File: src/sphk_pkg.sv
package sphk_pkg;

    localparam int FRAC_BITS = 16;
    localparam int EXP_W     = 12;

    localparam int SQRT_STAGES = 16;   // two root bits per stage
    localparam int DIV_STAGES  = 16;   // two quotient bits per stage
    localparam int MUL_STEPS   = 12;   // longest chain: poly6 value, 3 + 9 products

    localparam logic [2:0] OP_POLY6       = 3'd0;
    localparam logic [2:0] OP_POLY6_GRAD  = 3'd1;
    localparam logic [2:0] OP_SPIKY2      = 3'd2;
    localparam logic [2:0] OP_SPIKY2_GRAD = 3'd3;
    localparam logic [2:0] OP_SPIKY3      = 3'd4;
    localparam logic [2:0] OP_SPIKY3_GRAD = 3'd5;

    // |r| below 1e-5, on the raw square
    localparam logic [63:0] TINY_R2 =
        ((64'd1 << (2 * FRAC_BITS)) - 64'd1) / 64'd10000000000;

    typedef logic signed [EXP_W-1:0] t_exp;
    typedef logic signed [EXP_W:0]   t_sexp;

    // pseudo-float: m * 2^e, m zero or in [2^31, 2^32)
    typedef struct packed {
        logic [31:0] m;
        t_exp        e;
    } t_pf;

    typedef struct packed {
        logic [2:0]         opcode;
        logic signed [31:0] offset_x;
        logic signed [31:0] offset_y;
        logic signed [31:0] offset_z;
    } t_cmd;

    typedef struct packed {
        logic signed [31:0] kernel_value;
        logic signed [31:0] grad_x;
        logic signed [31:0] grad_y;
        logic signed [31:0] grad_z;
        logic               saturated;
    } t_result;

    // radius-derived values from the configuration unit
    typedef struct packed {
        logic [30:0] hraw;
        logic [61:0] h2;
        t_pf         ih;
    } t_hcfg;

    function automatic logic [6:0] lzc64(input logic [63:0] x);
        logic [6:0] n;
        n = 7'd64;
        for (int i = 0; i < 64; i++) begin
            if (x[i]) n = 7'(63 - i);
        end
        return n;
    endfunction

    function automatic logic [5:0] lzc32(input logic [31:0] x);
        logic [5:0] n;
        n = 6'd32;
        for (int i = 0; i < 32; i++) begin
            if (x[i]) n = 6'(31 - i);
        end
        return n;
    endfunction

    // truncating product of two normalised values
    function automatic t_pf pf_mul(input t_pf a, input t_pf b);
        logic [63:0] p;
        t_pf         r;
        p = 64'(a.m) * 64'(b.m);
        if (a.m == 32'd0 || b.m == 32'd0) begin
            r = '0;
        end else if (p[63]) begin
            r.m = p[63:32];
            r.e = a.e + b.e + t_exp'(32);
        end else begin
            r.m = p[62:31];
            r.e = a.e + b.e + t_exp'(31);
        end
        return r;
    endfunction

    // (num / 2^log2den) / pi, elaboration only
    function automatic t_pf pf_coef(input int unsigned num, input int log2den);
        logic [31:0] m;
        int          e;
        t_pf         a;
        t_pf         ip;
        m = 32'(num);
        e = -log2den;
        while (m < 32'h8000_0000) begin
            m = m << 1;
            e = e - 1;
        end
        a.m  = m;
        a.e  = t_exp'(e);
        ip.m = 32'hA2F9_836E;
        ip.e = t_exp'(-33);
        return pf_mul(a, ip);
    endfunction

    localparam t_pf COEF_POLY6      = pf_coef(315, 6);
    localparam t_pf COEF_POLY6_GRAD = pf_coef(945, 5);
    localparam t_pf COEF_SPIKY2     = pf_coef(15, 1);
    localparam t_pf COEF_15         = pf_coef(15, 0);
    localparam t_pf COEF_45         = pf_coef(45, 0);

    function automatic t_pf op_coef(input logic [2:0] op);
        t_pf c;
        case (op)
            OP_POLY6:       c = COEF_POLY6;
            OP_POLY6_GRAD:  c = COEF_POLY6_GRAD;
            OP_SPIKY2:      c = COEF_SPIKY2;
            OP_SPIKY2_GRAD: c = COEF_15;
            OP_SPIKY3:      c = COEF_15;
            OP_SPIKY3_GRAD: c = COEF_45;
            default:        c = '0;
        endcase
        return c;
    endfunction

    // products by d, then by 1/h
    function automatic logic [3:0] op_npow(input logic [2:0] op);
        logic [3:0] n;
        case (op)
            OP_POLY6:       n = 4'd3;
            OP_POLY6_GRAD:  n = 4'd2;
            OP_SPIKY2:      n = 4'd2;
            OP_SPIKY2_GRAD: n = 4'd1;
            OP_SPIKY3:      n = 4'd3;
            OP_SPIKY3_GRAD: n = 4'd2;
            default:        n = 4'd0;
        endcase
        return n;
    endfunction

    function automatic logic [3:0] op_nih(input logic [2:0] op);
        logic [3:0] n;
        case (op)
            OP_POLY6:       n = 4'd9;
            OP_POLY6_GRAD:  n = 4'd9;
            OP_SPIKY2:      n = 4'd5;
            OP_SPIKY2_GRAD: n = 4'd5;
            OP_SPIKY3:      n = 4'd6;
            OP_SPIKY3_GRAD: n = 4'd6;
            default:        n = 4'd0;
        endcase
        return n;
    endfunction

endpackage

File: src/sphk_cfg.sv
module sphk_cfg (
    input  logic                 i_clk,
    input  logic                 i_rst_n,
    input  logic                 i_cfg_valid,
    input  logic [30:0]          i_cfg_data,
    output logic                 o_cfg_ready,
    output logic                 o_busy,
    output sphk_pkg::t_hcfg      o_h
);

    localparam logic [5:0] LAST_STEP = 6'd32;   // 33 quotient bits

    typedef enum logic [3:0] {
        ST_IDLE = 4'b0001,
        ST_NORM = 4'b0010,
        ST_DIV  = 4'b0100,
        ST_FIN  = 4'b1000
    } t_state;

    t_state              r_state;
    logic [30:0]         r_hraw;
    logic [61:0]         r_h2;
    logic [31:0]         r_hm;
    sphk_pkg::t_exp      r_he;
    logic [31:0]         r_rem;
    logic [32:0]         r_q;
    logic [5:0]          r_cnt;
    sphk_pkg::t_pf       r_ih;

    logic [5:0]          lz;
    logic [32:0]         rem2;

    assign lz   = sphk_pkg::lzc32({1'b0, r_hraw});
    assign rem2 = {r_rem, 1'b0};

    always_ff @(posedge i_clk) begin
        if (!i_rst_n) begin
            r_state <= ST_NORM;
            r_hraw  <= 31'd65536;
            r_cnt   <= '0;
        end else begin
            case (r_state)
                ST_IDLE: begin
                    if (i_cfg_valid) begin
                        r_hraw  <= i_cfg_data;
                        r_state <= ST_NORM;
                    end
                end
                ST_NORM: begin
                    r_cnt   <= '0;
                    r_state <= ST_DIV;
                end
                ST_DIV: begin
                    r_cnt <= r_cnt + 6'd1;
                    if (r_cnt == LAST_STEP) r_state <= ST_FIN;
                end
                ST_FIN: begin
                    r_state <= ST_IDLE;
                end
                default: r_state <= ST_IDLE;
            endcase
        end
    end

    // 2^63 / m_h by restoring division, one bit a cycle
    always_ff @(posedge i_clk) begin
        case (r_state)
            ST_NORM: begin
                r_hm  <= 32'({1'b0, r_hraw} << lz);
                r_he  <= sphk_pkg::t_exp'(-sphk_pkg::FRAC_BITS) - sphk_pkg::t_exp'(lz);
                r_h2  <= 62'(r_hraw) * 62'(r_hraw);
                r_rem <= 32'h4000_0000;
                r_q   <= '0;
            end
            ST_DIV: begin
                if (rem2 >= {1'b0, r_hm}) begin
                    r_rem <= 32'(rem2 - {1'b0, r_hm});
                    r_q   <= {r_q[31:0], 1'b1};
                end else begin
                    r_rem <= rem2[31:0];
                    r_q   <= {r_q[31:0], 1'b0};
                end
            end
            ST_FIN: begin
                if (r_hm == 32'd0) begin
                    r_ih <= '0;
                end else if (r_q[32]) begin
                    r_ih.m <= r_q[32:1];
                    r_ih.e <= sphk_pkg::t_exp'(-62) - r_he;
                end else begin
                    r_ih.m <= r_q[31:0];
                    r_ih.e <= sphk_pkg::t_exp'(-63) - r_he;
                end
            end
            default: ;
        endcase
    end

    assign o_cfg_ready = (r_state == ST_IDLE);
    assign o_busy      = (r_state != ST_IDLE);
    assign o_h.hraw    = r_hraw;
    assign o_h.h2      = r_h2;
    assign o_h.ih      = r_ih;

endmodule

File: config.mk
export PLATFORM = sky130hd
export DESIGN_NAME = sphk_cfg
export DESIGN_NICKNAME = d
export VERILOG_FILES = /design/src/sphk_pkg.sv /design/src/sphk_cfg.sv
export SDC_FILE = /design/constraint.sdc
export NUM_CORES = 2
export LEC_CHECK = 0
export BUFFER_PORTS_ARGS = -buffer_cell sky130_fd_sc_hd__buf_4
export CORE_MARGIN = 3
export CORE_UTILIZATION = 55
export CTS_CLUSTER_SIZE = 30
export DETAILED_ROUTE_END_ITERATION = 12
export PLACE_DENSITY = 0.72
export SYNTH_ARGS = -nofsm -noshare
export SYNTH_HDL_FRONTEND = slang
export SYNTH_SLANG_ARGS = --single-unit
File: constraint.sdc
create_clock -name i_clk -period 9.5 [get_ports i_clk]
set_input_delay 0.95 -clock i_clk [delete_from_list [all_inputs] [get_ports i_clk]]
set_output_delay 0.95 -clock i_clk [all_outputs]
set_load 0.005 [all_outputs]
==> flow_summary.ini <==
[drt]
routed_wirelength_um = 102000
drt_iter0_drc = 1916
dr_drc_count = 0
drt.antenna.violating_nets = 0
drtPass1Iterations = 6
drt-wirelength-per-cell_um = 19.6
vias = 28600
detail_routed_via_count_per_cell = 5.51

[final_layout]
layout.area.seq_sq_um = 7070
multiInputGateArea_sq_um = 28600
layout.nets = 5307
synthToLayoutAreaGrowth_pct = 8.41
post_route_cells_drive_above_1_share_pct = 7.92
fillCellCount = 6155
layout.cells.most_common = sky130_fd_sc_hd__inv_1
diodes = 0
most-common-layout-cells = sky130_fd_sc_hd__inv_1, sky130_fd_sc_hd__fa_1, sky130_fd_sc_hd__nand2_1, sky130_fd_sc_hd__ha_1, sky130_fd_sc_hd__buf_4

[min_path]
timing.hold.worst.class = flop to flop
hold_path.startpoint = r_hraw[18]

[worst_setup_path]
worst-endpoint-required_ps = 9860
critical_path.startpoint = r_hraw[25]
timing.setup.critical_path_class = flop to flop
setup.worst_path.start_class = flop
cp_common_cell = sky130_fd_sc_hd__fa_1
critical_path_arrival_ps = 9240
crit_path_top_delay_cell = sky130_fd_sc_hd__dfxtp_1
worst_r2r_startpoint = r_hraw[25]
crit_fanout = 20
cp-end-kind = flop
timing.critical_path.slowest_cell_delay_ps = 1120

[synth]
ys_dominant_reg_cell = sky130_fd_sc_hd__edfxtp_1
synth-seq-area-share_pct = 17.6
synth-seq-cells = 249
synth.cell_area_sq_um = 40100
synth_async_sr_flop_share_pct = 0
synth_cell_type_count = 80
post_synth_inst_count = 4134
postSynthAreaPerCell_sq_um = 9.69
synth_enable_flop_cells = 208
yosysWarningCount = 0

[pwr]
max-vdd-ir-drop_mv = 0.142
net-switching-power_mw = 1.28
swShare_pct = 34.0
pwr-share-comb_pct = 30.6
power.share.sequential_pct = 37.4
clkPwrFrac_pct = 32.1
intPower_mw = 2.48
leakage_dissipation_nw = 22.6
power_per_cell_area_nw_per_um2 = 86.5

[timing]
worst-slew-pin-transition_ps = 1210
final-max-slew-violation-count = 0
finalClockSkew_ps = 25.6
report.final.hold_viol_count = 0
final_setup_violation_count = 0
setup_repair_after_global_routing_missed_its_margin = no
timing.setup.tns_ps = 0
post-route-worst-setup-slack_ps = 616
finalCritPeriodShare_pct = 93.5
clock.fmax_mhz = 113
relSlewSlack_pct = 19.4
timing.final.crit_period_ps = 8880

[clock_tree]
post_cts_buffers = 0
post_cts_hold_buffer_count = 0
cts_root_buffer = sky130_fd_sc_hd__clkbuf_16
cts.path.max_buffers = 3
numCtsBuffers = 30
clock_tree_from_tritoncts = built
htree_levels = 1
worstSkewPairLatency_ps = 630
cts_sinks = 249
clk_transition_reported_paths_ps = 70
postCtsResizedCells = 0

[global_routing]
grt_pass1_vias = 30500
grt.overflow.total = 0
grt_first_pass_wirelength_um = 163000
grt_start_max_net_pins = 68
initial_antenna_violation_count = 0
gr-usage-all-layers_pct = 27.6

[die]
initial_utilization_pct = 55.7
num_rows = 98
die_w_um = 276
die-area_sq_um = 76100
floorplan.die.height_um = 276
floorplan.io_pins = 173
fp.coreArea_sq_um = 71900

[run]
cap_viol_max_count = 0

[run_status]
run_status = finished clean

[place]
dp_slack_ps = 735
io_buffer_count = 171
hpwl_um = 80600
globalplace.congestion = 0.968
## cell type report
type / instances / area share, %
inverter: 972 / 8.42
timing repair buffer: 239 / 4.28
sequential: 249 / 16.3
tap: 950 / 2.74
clock inverter: 12 / 0.352
multi-input combinational: 2729 / 65.9
clock buffer: 44 / 2.01
## registers in the layout, summed over array words and instances (netlist names)
name	cells
r_hraw	31
r_rem	32
o_h	43
r_q	33
r_h2	61
r_state	4
r_cnt	6
r_hm	32
r_he	7
## metrics by stage
step	instances	util, %	hold WS [ps]	power (mW)	instance area (sq um)
6_report	5195	60.4	485	3.76	43400
4_1_cts	5195	60.4	494	3.79	43400
3_5_place_dp	5139	59.0	488	2.56	42400
2_1_floorplan	4135	-	456	2.22	40100
5_1_grt	5195	60.4	525	3.97	43400
3_3_place_gp	5139	59.0	477	2.55	42400
## worst max-delay path, delay by kind of cell (launching register included)
kind / cells / cell delay (ps)
xor gates and xnor gates: 1 / 80
adders and majority gates: 9 / 4430
buffers and inverters: 5 / 350
and+or+nand+nor: 4 / 810
AOI/OAI and AO/OA: 6 / 1780
DFF: 1 / 1120
## final timing paths
kind,endpoint,slack (ps),depth (start not counted)
worst max-delay path,r_h2[61],620,25
worst min-delay path,r_hraw[18],490,2
worst max register to register,r_h2[61],620,25
worst min register to register,r_hraw[18],490,2
## routing by layer
metal  up-vias  track usage, %  wire length [um]
met5         -               0                 0
met4         0            8.54              3550
met3       216            4.69              8690
met2      1161            46.1             49100
met1     14300            36.9             40600
li1      12900               -                 -
## power by group through the flow
stage,registers [mW],clock network (mW),logic [mW]
after floorplan,1.40,0,0.818
after global placement,1.42,0,1.13
after detailed placement,1.43,0,1.14
after CTS,1.40,1.24,1.15
after global routing,1.42,1.28,1.27
final,1.40,1.20,1.15
## kinds of logic after synthesis
logic type,share of synthesized area [%]
xor+xnor,2.43
compound gates,7.26
buf+inv,11.0
other cells,0.0187
simple gates,11.9
mux,2.93
flops,17.6
fa+ha+maj,46.9
## synth_stat cells, types with 5 or more instances
master,number,area [sq um]
sky130_fd_sc_hd__dfxtp_1,41,821
sky130_fd_sc_hd__o21a_1,14,105
sky130_fd_sc_hd__nor4_1,17,106
sky130_fd_sc_hd__inv_1,964,3620
sky130_fd_sc_hd__a21oi_1,126,631
sky130_fd_sc_hd__a21boi_0,35,263
sky130_fd_sc_hd__nand3_1,30,150
sky130_fd_sc_hd__or3_1,5,31.3
sky130_fd_sc_hd__clkbuf_1,155,582
sky130_fd_sc_hd__o21ai_0,78,390
sky130_fd_sc_hd__buf_1,14,52.6
sky130_fd_sc_hd__nand4_1,23,144
sky130_fd_sc_hd__nand3b_1,10,75.1
sky130_fd_sc_hd__edfxtp_1,208,6250
sky130_fd_sc_hd__nand2b_1,18,113
sky130_fd_sc_hd__o21bai_1,12,90.1
sky130_fd_sc_hd__a221oi_1,6,52.6
sky130_fd_sc_hd__nor3_1,18,90.1
sky130_fd_sc_hd__xnor2_1,75,657
sky130_fd_sc_hd__mux2_2,15,169
sky130_fd_sc_hd__a221o_1,9,90.1
sky130_fd_sc_hd__a22oi_1,7,52.6
sky130_fd_sc_hd__xor2_1,36,315
sky130_fd_sc_hd__or2_2,9,56.3
sky130_fd_sc_hd__nand2_1,394,1480
sky130_fd_sc_hd__o22ai_1,5,31.3
sky130_fd_sc_hd__fa_1,748,15000
sky130_fd_sc_hd__a211oi_1,10,75.1
sky130_fd_sc_hd__o31ai_1,5,37.5
sky130_fd_sc_hd__mux2i_1,98,981
sky130_fd_sc_hd__a21o_1,56,420
sky130_fd_sc_hd__and2_1,213,1330
sky130_fd_sc_hd__o211ai_1,12,90.1
sky130_fd_sc_hd__a31oi_1,13,81.3
sky130_fd_sc_hd__buf_2,11,55.1
sky130_fd_sc_hd__nor2b_1,24,150
sky130_fd_sc_hd__a31o_2,7,61.3
sky130_fd_sc_hd__and3_1,12,75.1
sky130_fd_sc_hd__ha_1,304,3800
sky130_fd_sc_hd__nor2_1,217,815
Power figures use the tool's default switching activity.
